## src/hdl/bsdo_pkg.sv

```systemverilog
// Shared types and default sizes for the bounded stack with oldest-entry drop.
`default_nettype none
package bsdo_pkg;

  localparam int unsigned DepthDef     = 16;
  localparam int unsigned DataWidthDef = 32;
  localparam int unsigned KindWidth    = 2;

  typedef enum logic [KindWidth-1:0] {
    KIND_PUSH = 2'd0,
    KIND_POP  = 2'd1,
    KIND_PEEK = 2'd2
  } kind_e;

  typedef enum logic [1:0] {
    SHIFT_HOLD = 2'd0,
    SHIFT_PUSH = 2'd1,
    SHIFT_POP  = 2'd2
  } shift_e;

endpackage
`default_nettype wire

```

## src/hdl/bsdo_cell.sv

```systemverilog
// One storage cell of the stack chain, loading from its upper or lower neighbor.
`default_nettype none
module bsdo_cell
  import bsdo_pkg::*;
#(
  parameter int unsigned DataWidth = DataWidthDef
) (
  input  wire logic                 clk_i,
  input  wire shift_e               shift_i,
  input  wire logic [DataWidth-1:0] push_data_i,
  input  wire logic [DataWidth-1:0] pop_data_i,
  output logic      [DataWidth-1:0] data_o
);

  logic [DataWidth-1:0] data_q;

  always_ff @(posedge clk_i) begin
    case (shift_i)
      SHIFT_PUSH: data_q <= push_data_i;
      SHIFT_POP:  data_q <= pop_data_i;
      default:    data_q <= data_q;
    endcase
  end

  assign data_o = data_q;

endmodule
`default_nettype wire

```

## src/hdl/bounded_stack_drop_oldest.sv

```systemverilog
// Top level: bounded LIFO stack built as a chain of cells, dropping the oldest when full.
// A result is registered and appears on the master side in the cycle after its input is accepted.
// Throughput: one operation per cycle unless the output stalls; all cells shift on push or pop.
// The top of stack always sits in cell 0, so a push onto a full stack pushes the
// bottom entry off the end of the chain.
// Reset clears the fill count and the output valid; cell contents are not reset.
`default_nettype none
module bounded_stack_drop_oldest
  import bsdo_pkg::*;
#(
  parameter int unsigned Depth     = DepthDef,
  parameter int unsigned DataWidth = DataWidthDef,
  localparam int unsigned CntWidth = $clog2(Depth + 1),
  localparam int unsigned InWidth  = ((DataWidth + 7) / 8) * 8,
  localparam int unsigned ResWidth = DataWidth + 2 + CntWidth,
  localparam int unsigned OutWidth = ((ResWidth + 7) / 8) * 8
) (
  input  wire logic                clk_i,
  input  wire logic                rst_ni,
  input  wire logic                s_axis_tvalid_i,
  output logic                     s_axis_tready_o,
  input  wire logic [InWidth-1:0]  s_axis_tdata_i,   // value
  input  wire logic [KindWidth-1:0] s_axis_tuser_i,  // kind
  output logic                     m_axis_tvalid_o,
  input  wire logic                m_axis_tready_i,
  output logic      [OutWidth-1:0] m_axis_tdata_o    // data, empty_flag, dropped_flag, fill_count
);

  logic [DataWidth-1:0] cell_data [Depth];
  shift_e               shift;
  logic                 accept;
  logic                 full;
  logic                 is_empty;
  kind_e                kind;
  logic [CntWidth-1:0]  count_q, count_d;
  logic                 out_valid_q;
  logic [ResWidth-1:0]  res_q, res_d;
  logic [DataWidth-1:0] res_data;
  logic                 res_empty;
  logic                 res_dropped;

  assign s_axis_tready_o = !out_valid_q || m_axis_tready_i;
  assign accept          = s_axis_tvalid_i && s_axis_tready_o;
  assign kind            = kind_e'(s_axis_tuser_i);
  assign full            = (count_q == CntWidth'(Depth));
  assign is_empty        = (count_q == '0);

  always_comb begin
    shift       = SHIFT_HOLD;
    count_d     = count_q;
    res_data    = '0;
    res_empty   = 1'b0;
    res_dropped = 1'b0;
    case (kind)
      KIND_PUSH: begin
        shift       = SHIFT_PUSH;
        res_dropped = full;
        if (!full) begin
          count_d = count_q + CntWidth'(1);
        end
      end
      KIND_POP: begin
        if (is_empty) begin
          res_empty = 1'b1;
        end else begin
          shift    = SHIFT_POP;
          count_d  = count_q - CntWidth'(1);
          res_data = cell_data[0];
        end
      end
      KIND_PEEK: begin
        if (is_empty) begin
          res_empty = 1'b1;
        end else begin
          res_data = cell_data[0];
        end
      end
      default: begin
        shift = SHIFT_HOLD;
      end
    endcase
    if (!accept) begin
      shift = SHIFT_HOLD;
    end
    res_d = {count_d, res_dropped, res_empty, res_data};
  end

  for (genvar i = 0; i < Depth; i++) begin : g_cell
    logic [DataWidth-1:0] push_src;
    logic [DataWidth-1:0] pop_src;
    if (i == 0) begin : g_first
      assign push_src = s_axis_tdata_i[DataWidth-1:0];
    end else begin : g_mid_push
      assign push_src = cell_data[i-1];
    end
    if (i == Depth - 1) begin : g_last
      assign pop_src = cell_data[i];
    end else begin : g_mid_pop
      assign pop_src = cell_data[i+1];
    end
    bsdo_cell #(
      .DataWidth(DataWidth)
    ) u_cell (
      .clk_i      (clk_i),
      .shift_i    (shift),
      .push_data_i(push_src),
      .pop_data_i (pop_src),
      .data_o     (cell_data[i])
    );
  end

  always_ff @(posedge clk_i or negedge rst_ni) begin
    if (!rst_ni) begin
      count_q     <= '0;
      out_valid_q <= 1'b0;
    end else begin
      if (accept) begin
        count_q     <= count_d;
        out_valid_q <= 1'b1;
      end else if (m_axis_tready_i) begin
        out_valid_q <= 1'b0;
      end
    end
  end

  always_ff @(posedge clk_i) begin
    if (accept) begin
      res_q <= res_d;
    end
  end

  assign m_axis_tvalid_o = out_valid_q;
  assign m_axis_tdata_o  = OutWidth'(res_q);

endmodule
`default_nettype wire
```

## config.mk

```make
export PLATFORM = sky130hd
export DESIGN_NAME = bounded_stack_drop_oldest
export DESIGN_NICKNAME = d
export VERILOG_FILES = /design/src/hdl/bsdo_pkg.sv /design/src/hdl/bsdo_cell.sv /design/src/hdl/bounded_stack_drop_oldest.sv
export SDC_FILE = /design/constraint.sdc
export NUM_CORES = 1
export LEC_CHECK = 0
export ABC_AREA = 1
export BUFFER_PORTS_ARGS = -buffer_cell sky130_fd_sc_hd__buf_4
export CORE_MARGIN = 1.5
export CORE_UTILIZATION = 55
export CTS_CLUSTER_DIAMETER = 30
export CTS_CLUSTER_SIZE = 24
export DETAILED_ROUTE_END_ITERATION = 10
export GPL_TIMING_DRIVEN = 0
export PLACE_DENSITY = 0.75
export REMOVE_ABC_BUFFERS = 1
export SYNTH_ARGS = -nofsm -noshare
export SYNTH_HDL_FRONTEND = slang
export SYNTH_HIERARCHICAL = 1
export SYNTH_SLANG_ARGS = --single-unit
export TNS_END_PERCENT = 50
```

## constraint.sdc

```tcl
create_clock -name clk_i -period 3 [get_ports clk_i]
set_input_delay 0.45 -clock clk_i [delete_from_list [all_inputs] [get_ports clk_i]]
set_output_delay 0.45 -clock clk_i [all_outputs]
set_load 0.005 [all_outputs]
```

==> Word-level counts from Yosys, hierarchy flattened <==
Cells that the tools add are included.
{ "op_classes": {"n_addsub": 2, "n_eq_ne": 5, "muxes": 24, "bitwise_logic": 1, "reduce_logical": 9} }
{ "op_table": {"columns": ["op", "count"], "rows": [
  ["one-hot mux 32 bit (2 select lines)", 15],
  ["2-to-1 mux 5 bit", 2],
  ["one-hot mux 5 bit (2 select lines)", 1],
  ["adder 5 x 1 -> 5 bit (second input constant)", 1],
  ["equality test 5 bit (second input constant)", 1],
  ["zero test 5 bit", 1],
  ["subtractor 5 x 1 -> 5 bit (second input constant)", 1],
  ["equality test 2 x 1 -> 1 bit (second input constant)", 2],
  ["equality test 2 bit (second input constant)", 2],
  ["2-to-1 mux 2 bit", 2],
  ["one-hot mux 2 bit (2 select lines)", 1],
  ["nonzero test 2 bit", 2],
  ["OR reduction 2 bit", 2],
  ["2-to-1 mux 1 bit", 3],
  ["zero test 2 bit", 1],
  ["logical AND 1 bit", 1],
  ["zero test 1 bit", 1],
  ["logical OR 1 bit", 1],
  ["inverter 1 bit", 1]
]} }
{ "word_totals": {"register_bits": 557, "input_bits": 38, "output_inout_bits": 42, "elab_cells": 63} }

==> Longest topological paths before layout <==
Gate-level depths: netlist of run 1.
{ "logic_depth": {"word_depth": 6, "ltp_mapped": 11, "ltp_nobuf": 9} }

==> By module <==
Netlist of run 1, hierarchy kept.
{ "modules_own_cells": {"columns": ["mod", "instances", "cells_per_inst", "area_each_um2", "seq_area_each_um2"], "rows": [
  ["bsdo_cell", 16, 139, 1472.7, 960.9],
  ["bounded_stack_drop_oldest", 1, 201, 2084.5, 1321.3]
]} }

==> Worst setup path after synthesis of run 1 <==
No wires, ideal clock.
{ "synth_path": {"kind": "register -> register", "from": "register count_q[0]", "to": "register g_cell[0].u_cell.data_q[0] (enable)", "setup_ns": 0.387, "arrival_time_ns": 2.570, "required_ns": 2.613, "setup_slack_ns": 0.043, "path_stages_with_launch": 8, "path_buffers": 0, "period_less_slack_ns": 2.957, "path_cell_list": "dfrtp_1 -> inv_1 -> ha_1 -> nand3_4 -> nand2_4 -> nor2_1 -> ha_1 -> inv_1"} }
{ "synth_between": {"elab_chain_cells": 6, "elab_cells_between_ends": 7, "cone_classes": "2 x eq/ne; 3 x mux; 2 x reduce/logical"} }
{ "synth_lines": {"columns": ["element", "line", "rtl"], "rows": [
  ["start: declaration", "bounded_stack_drop_oldest.sv:35", "logic [CntWidth-1:0] count_q, count_d;"],
  ["start signal: assignment", "bounded_stack_drop_oldest.sv:118", "count_q <= count_d;"],
  ["zero test 5 bit *", "bounded_stack_drop_oldest.sv:46", "assign is_empty = (count_q == '0);"],
  ["2-to-1 mux 2 bit *", "bounded_stack_drop_oldest.sv:63", "if (is_empty) begin"],
  ["one-hot mux 2 bit (2 select lines) *", "bounded_stack_drop_oldest.sv:54", "case (kind)"],
  ["2-to-1 mux 2 bit *", "bounded_stack_drop_oldest.sv:82", "if (!accept) begin"],
  ["via shift[1]", "bounded_stack_drop_oldest.sv:30", "shift_e shift;"],
  ["equality test 2 x 1 -> 1 bit / equality test 2 bit (equally long branches)", null, null],
  ["nonzero test 2 bit (no line) *", null, null],
  ["end signal: assignment", "bsdo_cell.sv:19", "SHIFT_PUSH: data_q <= push_data_i;"],
  ["end signal: assignment", "bsdo_cell.sv:20", "SHIFT_POP: data_q <= pop_data_i;"],
  ["end signal: assignment", "bsdo_cell.sv:21", "default: data_q <= data_q;"],
  ["end: declaration", "bsdo_cell.sv:15", "logic [DataWidth-1:0] data_q;"]
]} }
Mark *: on every way through the listed nets, which the timed path passes. The rest lies on a longest branch.
A chain may end at the register's enable or synchronous reset.

==> Final worst setup path of run 1 <==
{ "layout_path": {"from": "register count_q[0]", "to": "register g_cell[0].u_cell.data_q[22] (enable)"} }
Same word-level chain as after synthesis.

==> results of run 1 <==
-- worst max-delay path, cell delays in order, from the launching register on --
cell and delay (ps):
dfrtp_1 430, inv_1 200, ha_4 210, nand3_4 140, nand2_4 120, nor2_4 50, buf_12 160, buf_4 180
ha_4 280, clkinvlp_4 560
-- cell families (layout without fill, tap and decap cells) --
group / count (synthesis) / count (layout) / synth area share
AOI/OAI and AO/OA: 3 / 3 / 0.000829
xor gates and xnor gates: 2 / 2 / 0.000683
adders and majority gates: 21 / 21 / 0.0102
buffers and inverters: 213 / 387 / 0.0800
DFF: 557 / 557 / 0.651
other: 1 / 1 / 0.000146
and+or+nand+nor: 1628 / 1628 / 0.257
-- through the flow --
step | TNS (ps) | std cells | hold WS (ps) | total power [mW] | setup slack (ps)
2_1_floorplan | -15260 | 2306 | 154 | 11.9 | -33.4
3_3_place_gp | -868550 | 2984 | 268 | 12.6 | -1210
3_5_place_dp | -987590 | 2984 | 268 | 12.7 | -1240
4_1_cts | -29990 | 3186 | 76.7 | 25.3 | -133
5_1_grt | -98.9 | 3199 | 79.8 | 26.2 | -18.6
6_report | 0 | 3199 | 108 | 25.2 | 157
-- power breakdown --
group / switching, mW / internal [mW]
logic: 1.72 / 0.821
clock network: 3.91 / 8.52
registers: 0.454 / 9.77
-- flip-flops by register name (all words and copies together), names as in the netlist --
register / flops
count_q: 5
g_cell.u_cell/data_o: 512
m_axis_tvalid_o: 1
res_q: 39
-- synth_stat cells (all sizes together) --
cell    instances
nand3b          1
buf            71
dfrtp           6
nand4           3
edfxtp        551
nand3          14
inv            94
a21oi           1
conb            1
clkbuf         48
nand2        1570
ha             21
xor2            2
and2            1
o21ai           1
a22oi           1
nor2           39
-- area by class of cell --
class,instances,share of cell area
Timing Repair inverter,3,0.000760
Multi-Input combinational cell,1655,0.240
Clock buffer,122,0.0962
Tap cell,600,0.0253
Clock inverter,79,0.0331
Sequential cell,557,0.563
Inverter,94,0.0180
Timing Repair Buffer,89,0.0235
-- cell usage in the layout (no fill, tap or decap), types with 13 or more instances in the layout --
master,n
bufinv_16,20
clkbuf_16,112
nand2_2,162
buf_4,86
edfxtp_1,551
clkinv_2,22
inv_8,16
inv_1,60
clkinvlp_4,24
nand2_1,1407
ha_4,15
clkinv_1,13
nor2_1,36
-- metal layers --
layer | up-vias | routed length (um) | global-route usage
li1 | 7954 | - | -
met1 | 7465 | 21000 | 0.261
met2 | 448 | 23800 | 0.345
met3 | 74 | 2540 | 0.0395
met4 | 0 | 739 | 0.0584
met5 | - | 0 | 0
-- timing repair --
action / CTS / global route
setup endpoints to repair: 1024 / 951
gates resized for setup: 36 / 16
pin swaps: 0 / 1
endpoints found under the hold margin: 6 / 0
hold buffers: 1 / 0
buffers inserted: 0 / 10
gates cloned: 0 / 3
-- worst paths after layout --
| kind | start | endpoint | slack (ps) | cells after the start |
|---|---|---|---|---|
| max in group asynchronous | rst_ni | count_q[3]$_DFFE_PN0P_ | 2680 | 2 |
| max | count_q[0]$_DFFE_PN0P_ | g_cell[0].u_cell/data_o[22]$_DFFE_PP_ | 160 | 9 |
| min | s_axis_tdata_i[7] | g_cell[0].u_cell/data_o[7]$_DFFE_PP_ | 110 | 3 |
| min in group asynchronous | rst_ni | count_q[4]$_DFFE_PN0P_ | 190 | 2 |
| min reg2reg | m_axis_tvalid_o$_DFFE_PN0P_ | m_axis_tvalid_o$_DFFE_PN0P_ | 530 | 2 |
| max reg2reg | count_q[0]$_DFFE_PN0P_ | g_cell[0].u_cell/data_o[22]$_DFFE_PP_ | 160 | 9 |
==> flow_summary.toml, run 1 <==
[yosys]
syn_area_um2 = 25600
syn-instance-count = 2425
synth_area_per_cell_um2 = 10.6
yosysWarnings = 6
synth_area_leaders = "edfxtp_1 (65%), nand2_1 (21%), nand2_2 (4.0%)"
ys_ff_latch = 557
synth_cell_types = 27
seq_area_frac_synth = 0.651
synth_top_area_frac = 0.645
synth.largest_area_cell = "edfxtp_1"

[placed_design]
hpwl_um = 30700
port_buffers = 78
place_area_um2 = 25400
gp_congestion = 0.821

[timing]
max_freq_mhz = 352
setup_viol_count_final = 0
finClkSkew_ps = 23.8
drv_slew = 0
fin_crit_ps = 2840
tightest_slew_ps = 870
hold_viol_final = 0
timing.final.crit_share = 0.948
max-slew-margin-rel = 0.420

[run]
maxCapViolCount = 0

[die]
dieArea_um2 = 47900
dieWidth_um = 219
row_count = 78
core_area_um2 = 45700
start_util = 0.562
ios = 80
fp.dieH_um = 219

[critical_path]
critPathMaxFanout = 32
crit_path_end_kind = "register"
arrival_ps = 2970
startpoint_type = "register"
crit_type = "reg -> reg"
required_ps = 3130

[drt]
wl_um = 48100
vias_per_cell = 4.98
final_antenna_net_count = 0
drt_first_iter_violations = 1371
drc = 0
first_pass_iters = 5
routedWlPerCell_um = 15.0
via_count = 15900

[global_routing]
track_usage = 0.201
grt_pass1_vias = 15800
grt_pass1_wl_um = 78200
grt-ovfl-total = 0
antenna_found_initial = 0
grt_max_degree = 45

[final_layout]
multiInputGateArea_um2 = 7110
syn2layout_area_growth_pct = 15.6
drive_gt1_frac = 0.189
final-seq-area_um2 = 16700
fin_util = 0.649
fillCellCount = 3353
diodes = 0
nets = 2567
design_area_um2 = 29600

[clock_network]
cts_buffer_depth = 3
root_buffer = "clkbuf_16"
cts-htree-levels = 3
numCtsBuffers = 108
clk_pin_slew_ps = 50
tritoncts = "done"
cts.sinks = 557
clk_latency_ps = 620

[status]
status = "complete, no violations"

[power_and_ir_drop]
peakVddDrop_mv = 0.495
power_density_nw_per_um2 = 850
total_leakage_power_nw = 12.6

[worst_hold_path]
hold_path.class = "in -> reg"
Power figures use the tool's default switching activity.
==> run 2: changes to the inputs <==
BUFFER_PORTS_ARGS = -buffer_cell sky130_fd_sc_hd__clkbuf_2   (was -buffer_cell sky130_fd_sc_hd__buf_4)
==> run 2 against run 1 <==
Against the previous run: the run now ends with setup timing left; first-iteration DRC count up 2.3%; global-route usage about the same; core utilization down 1.7 points; sequential cell count unchanged; wire length down 0.15%; critical path type unchanged; critical path depth unchanged; die area unchanged; combinational power down 5%; setup slack worse by 270 ps.
==> flow_summary.toml, run 2 (synthesized netlist as in run 1, its figures left out) <==
[placed_design]
gp_congestion = 0.833
dp_slack_ps = -1280
hpwl_um = 30300
port_buffers = 78
place_area_um2 = 25200
placedCellCount = 2984

[drt]
via_count = 16000
final_antenna_net_count = 0
first_pass_iters = 5
drt_first_iter_violations = 1402
routedWlPerCell_um = 15.1
wl_um = 48100
drc = 0
vias_per_cell = 5.01

[global_routing]
grt_pass1_vias = 16000
grt_pass1_wl_um = 78800
grt-ovfl-total = 0
track_usage = 0.202
grt_max_degree = 45
antenna_found_initial = 0

[critical_path]
slowest_delay_ps = 760
crit_path_end_kind = "register"
arrival_ps = 3490
cp_top_family = "adder cells"
ff2ff_path_depth = 9
crit_slowest_cell = "ha_2"
path_depth = 9
worstReg2RegStart = "count_q[0]$_DFFE_PN0P_"
startpoint_type = "register"
r2r_end = "g_cell[9].u_cell/data_o[24]$_DFFE_PP_"
crit_type = "reg -> reg"
cp_cell_sequence = "inv_1, ha_1, nand3_4, nand2_4, nor2_4, ha_2, inv_8, nand2_1, nand2_1"
rrSetupSlack_ps = -110
required_ps = 3370
crit_top_cell = "nand2_1"
crit_start = "count_q[0]$_DFFE_PN0P_"
critPathMaxFanout = 33
cp_num_buf_inv = 2

[clock_network]
cts_setup_buffers = 0
cts.sinks = 557
cts_buffer_depth = 3
tritoncts = "done"
cts-htree-levels = 3
numCtsBuffers = 105
root_buffer = "clkbuf_16"
clk_latency_ps = 640
clk_pin_slew_ps = 50

[final_layout]
diodes = 0
drive_gt1_frac = 0.177
design_area_um2 = 28900
stdcell_count = 3184
largest_reg_flops = 512
syn2layout_area_growth_pct = 12.6
final_common_cell = "nand2_1"
nets = 2559
layout_common_cells = "nand2_1 (1,407), edfxtp_1 (551), nand2_2 (162)"

[power_and_ir_drop]
power_frac_comb = 0.101
pwr-share-clk = 0.472
total_leakage_power_nw = 12.2
seq_power_share = 0.427
netSwitchingPower_mw = 5.95
power.total_mw = 23.9
power_density_nw_per_um2 = 829
peakVddDrop_mv = 0.516
intPower_mw = 18.0
p_sw_frac = 0.249

[timing]
finClkSkew_ps = 18.4
drv_slew = 0
finalSetupTns_ps = -17710
max-slew-margin-rel = 0.382
max_freq_mhz = 321
setup_viol_count_final = 398
layout_setup_ws_ps = -115
tightest_slew_ps = 928
timing.final.crit_share = 1.04
rsz0062_at_grt = "true"
hold_viol_final = 0
fin_crit_ps = 3110

[die]
dieArea_um2 = 47900
start_util = 0.562
core_area_um2 = 45700
dieWidth_um = 219
row_count = 78
ios = 80
fp.dieH_um = 219

[status]
violations = "setup timing"
status = "complete, but fails checks"

[worst_hold_path]
hold_start = "s_axis_tdata_i[28]"
min_to = "g_cell[0].u_cell/data_o[28]$_DFFE_PP_"
hold_path.class = "in -> reg"
holdPathStages = 3

[run]
maxCapViolCount = 0
-- run 2: worst max path at each step --
stage | slack (ps) | endpoint
after floorplan | -30 | g_cell[0].u_cell/data_o[29]$_DFFE_PP_
after global placement | -1150 | g_cell[14].u_cell/data_o[22]$_DFFE_PP_
after detailed placement | -1280 | g_cell[14].u_cell/data_o[25]$_DFFE_PP_
after CTS | -110 | g_cell[10].u_cell/data_o[27]$_DFFE_PP_
after global routing | -320 | g_cell[2].u_cell/data_o[28]$_DFFE_PP_
final | -110 | g_cell[9].u_cell/data_o[24]$_DFFE_PP_
-- run 2: what timing repair did --
item / in CTS / in global routing
pin swaps: 1 / 0
resized for setup: 38 / 9
hold endpoints to repair: 6 / 0
hold buffers: 1 / 0
gates cloned: 0 / 8
endpoints found under the setup margin: 1024 / 928
-- run 2: worst reg2reg max path: stages, from the launching register on --
cell and delay (ps):
dfrtp_1 420, inv_1 130, ha_1 310, nand3_4 170, nand2_4 90, nor2_4 500
ha_2 780, inv_8 230, nand2_1 170, nand2_1 70
-- run 2: layout make-up --
cell class | count | area, um2
multi-input combinational | 1655 | 6980
clock buffer | 124 | 2700
tap | 600 | 751
clock inverter | 67 | 749
timing repair buffer | 79 | 400
inverter | 94 | 533
sequential | 557 | 16700
timing repair inverter | 8 | 60.1
fill | 3365 | 16800
-- run 2: layer usage --
metal / vias to the layer above / GRT usage / wire length (um)
met3: 86 / 0.0383 / 2620
met4: 0 / 0.0740 / 1000
met2: 474 / 0.338 / 23700
met1: 7464 / 0.262 / 20800
met5: - / 0 / 0
li1: 7929 / - / -
-- run 2: power groups by stage --
| stage | logic (mW) | registers [mW] | clock network, mW |
|---|---|---|---|
| after detailed placement | 2.29 | 10.4 | 0 |
| final | 2.42 | 10.2 | 11.3 |
| after global routing | 2.74 | 10.3 | 11.9 |
| after CTS | 2.38 | 10.2 | 11.5 |
| after global placement | 2.21 | 10.3 | 0 |
| after floorplan | 1.64 | 10.2 | 0 |
-- run 2: stage by stage --
step | hold slack [ps] | util
finish | 98.3 | 0.632
floorplan | 154 | -
CTS | 61.8 | 0.631
global route | 89.9 | 0.632
global placement | 295 | 0.552
detailed placement | 296 | 0.552
==> run 3: changes to the inputs <==
CORE_UTILIZATION = 53   (was 55)
GPL_TIMING_DRIVEN = 1   (was 0)
PLACE_DENSITY = 0.72   (was 0.75)
==> run 3 against run 2 <==
Against the previous run: the flow now finishes without violations; clock skew rose by 0.98 ps; sequential cell count unchanged; clock power grew 12%; sequential power hardly changed; critical path depth rose by 1; final area rose by 2.0%; via count fell by 0.18%; cell count increased by 1.9%; power increased by 5.5%; wire length fell by 5.2%; highest routed layer unchanged.
==> flow_summary.toml, run 3 (synthesized netlist as in run 1, its figures left out) <==
[critical_path]
crit_type = "reg -> reg"
arrival_ps = 3130
required_ps = 3510
startpoint_type = "register"
cp_cell_sequence = "inv_1, ha_1, nand3_4, nand2_4, nor2_1, buf_4, ha_1, buf_4, nand2_1, nand2_1"
crit_slowest_cell = "ha_1"
crit_path_end_kind = "register"
slowest_delay_ps = 510
critPathMaxFanout = 24

[die]
core_area_um2 = 47700
fp.dieH_um = 223
dieArea_um2 = 49700
dieWidth_um = 223
row_count = 80
ios = 80
start_util = 0.537

[drt]
first_pass_iters = 6
wl_um = 45600
routedWlPerCell_um = 14.0
final_antenna_net_count = 0
drt_first_iter_violations = 1353
vias_per_cell = 4.91
drc = 0
via_count = 15900

[final_layout]
largest_reg_flops = 512
syn2layout_area_growth_pct = 14.8
fillCellCount = 3669
layout_common_cells = "nand2_1 (1,407), edfxtp_1 (551), nand2_2 (162)"
drive_gt1_frac = 0.184
final_common_cell = "nand2_1"
nets = 2592
design_area_um2 = 29400

[global_routing]
grt-ovfl-total = 0
grt_pass1_wl_um = 76300
track_usage = 0.188
grt_max_degree = 34
antenna_found_initial = 1
grt_pass1_vias = 15800

[timing]
max_freq_mhz = 381
drv_slew = 0
max-slew-margin-rel = 0.609
layout_setup_ws_ps = 373
setup_viol_count_final = 0
hold_viol_final = 0
finClkSkew_ps = 19.4
rsz0062_at_grt = "false"
tightest_slew_ps = 584
timing.final.crit_share = 0.876
fin_crit_ps = 2630
finalSetupTns_ps = 0

[power_and_ir_drop]
netSwitchingPower_mw = 6.09
p_sw_frac = 0.241
total_leakage_power_nw = 12.8
seq_power_share = 0.405
power_density_nw_per_um2 = 858
intPower_mw = 19.2
power_frac_comb = 0.093
peakVddDrop_mv = 0.572
pwr-share-clk = 0.502

[placed_design]
place_area_um2 = 25500
gp_congestion = 0.807
hpwl_um = 30500
dp_slack_ps = 423
port_buffers = 78

[clock_network]
cts-htree-levels = 3
numCtsBuffers = 110
cts.sinks = 557
clk_latency_ps = 650
tritoncts = "done"
cts_buffer_depth = 3
clk_pin_slew_ps = 50
root_buffer = "clkbuf_16"

[status]
status = "complete, no violations"

[run]
maxCapViolCount = 0

[worst_hold_path]
hold_path.class = "in -> reg"
[run 3: final timing paths]
check / from / endpoint / slack [ps] / depth (start not counted)
setup / recovery: count_q[0]$_DFFE_PN0P_ / g_cell[9].u_cell/data_o[15]$_DFFE_PP_ / 370 / 10
hold reg to reg: m_axis_tvalid_o$_DFFE_PN0P_ / m_axis_tvalid_o$_DFFE_PN0P_ / 520 / 2
hold / removal: s_axis_tdata_i[4] / g_cell[0].u_cell/data_o[4]$_DFFE_PP_ / 90 / 3
max in group asynchronous: rst_ni / count_q[1]$_DFFE_PN0P_ / 2650 / 2
setup reg to reg: count_q[0]$_DFFE_PN0P_ / g_cell[9].u_cell/data_o[15]$_DFFE_PP_ / 370 / 10
min in group asynchronous: rst_ni / count_q[3]$_DFFE_PN0P_ / 190 / 2
[run 3: power groups by stage]
stage | clock, mW | sequential (mW) | combinational [mW]
finish | 12.7 | 10.2 | 2.34
global route | 13.3 | 10.3 | 2.68
floorplan | 0 | 10.2 | 1.64
CTS | 12.9 | 10.2 | 2.36
global placement | 0 | 10.3 | 2.23
detailed placement | 0 | 10.3 | 2.31
[run 3: metrics by stage]
stage | std cells | hold WS, ps | util | total power, mW
5_1_grt | 3245 | 71.9 | 0.617 | 26.3
3_5_place_dp | 3035 | 286 | 0.534 | 12.7
3_3_place_gp | 3035 | 285 | 0.534 | 12.5
2_1_floorplan | 2306 | 154 | - | 11.9
4_1_cts | 3244 | 51.2 | 0.617 | 25.5
6_report | 3245 | 89.5 | 0.617 | 25.3
[run 3: layout make-up]
| class | instances | area, um2 | area share |
|---|---|---|---|
| Timing Repair Buffer | 115 | 683 | 0.0232 |
| Sequential cell | 557 | 16700 | 0.567 |
| Inverter | 94 | 473 | 0.0161 |
| Multi-Input combinational cell | 1655 | 6900 | 0.234 |
| Tap cell | 615 | 769 | 0.0261 |
| Clock buffer | 120 | 2790 | 0.0948 |
| Antenna cell | 1 | 2.50 | 0.0000850 |
| Clock inverter | 88 | 1130 | 0.0383 |
[run 3: what timing repair did]
item	CTS	global route
buffers inserted	0	0
hold buffers	1	0
endpoints found under the hold margin	6	0
gates resized for setup	0	0
setup endpoints to repair	0	0
[run 3: critical path, delay by kind of cell (launching register included)]
kind / cells / cell delay, ps
simple gates: 5 / 510
buf+inv: 3 / 730
fa+ha+maj: 2 / 820
flops: 1 / 420
[run 3: per-layer routing]
layer / track usage / vias to the layer above / wire (um)
li1: - / 8020 / -
met1: 0.252 / 7343 / 21000
met3: 0.0398 / 70 / 2620
met5: 0 / - / 0
met2: 0.307 / 492 / 21100
met4: 0.0621 / 0 / 899
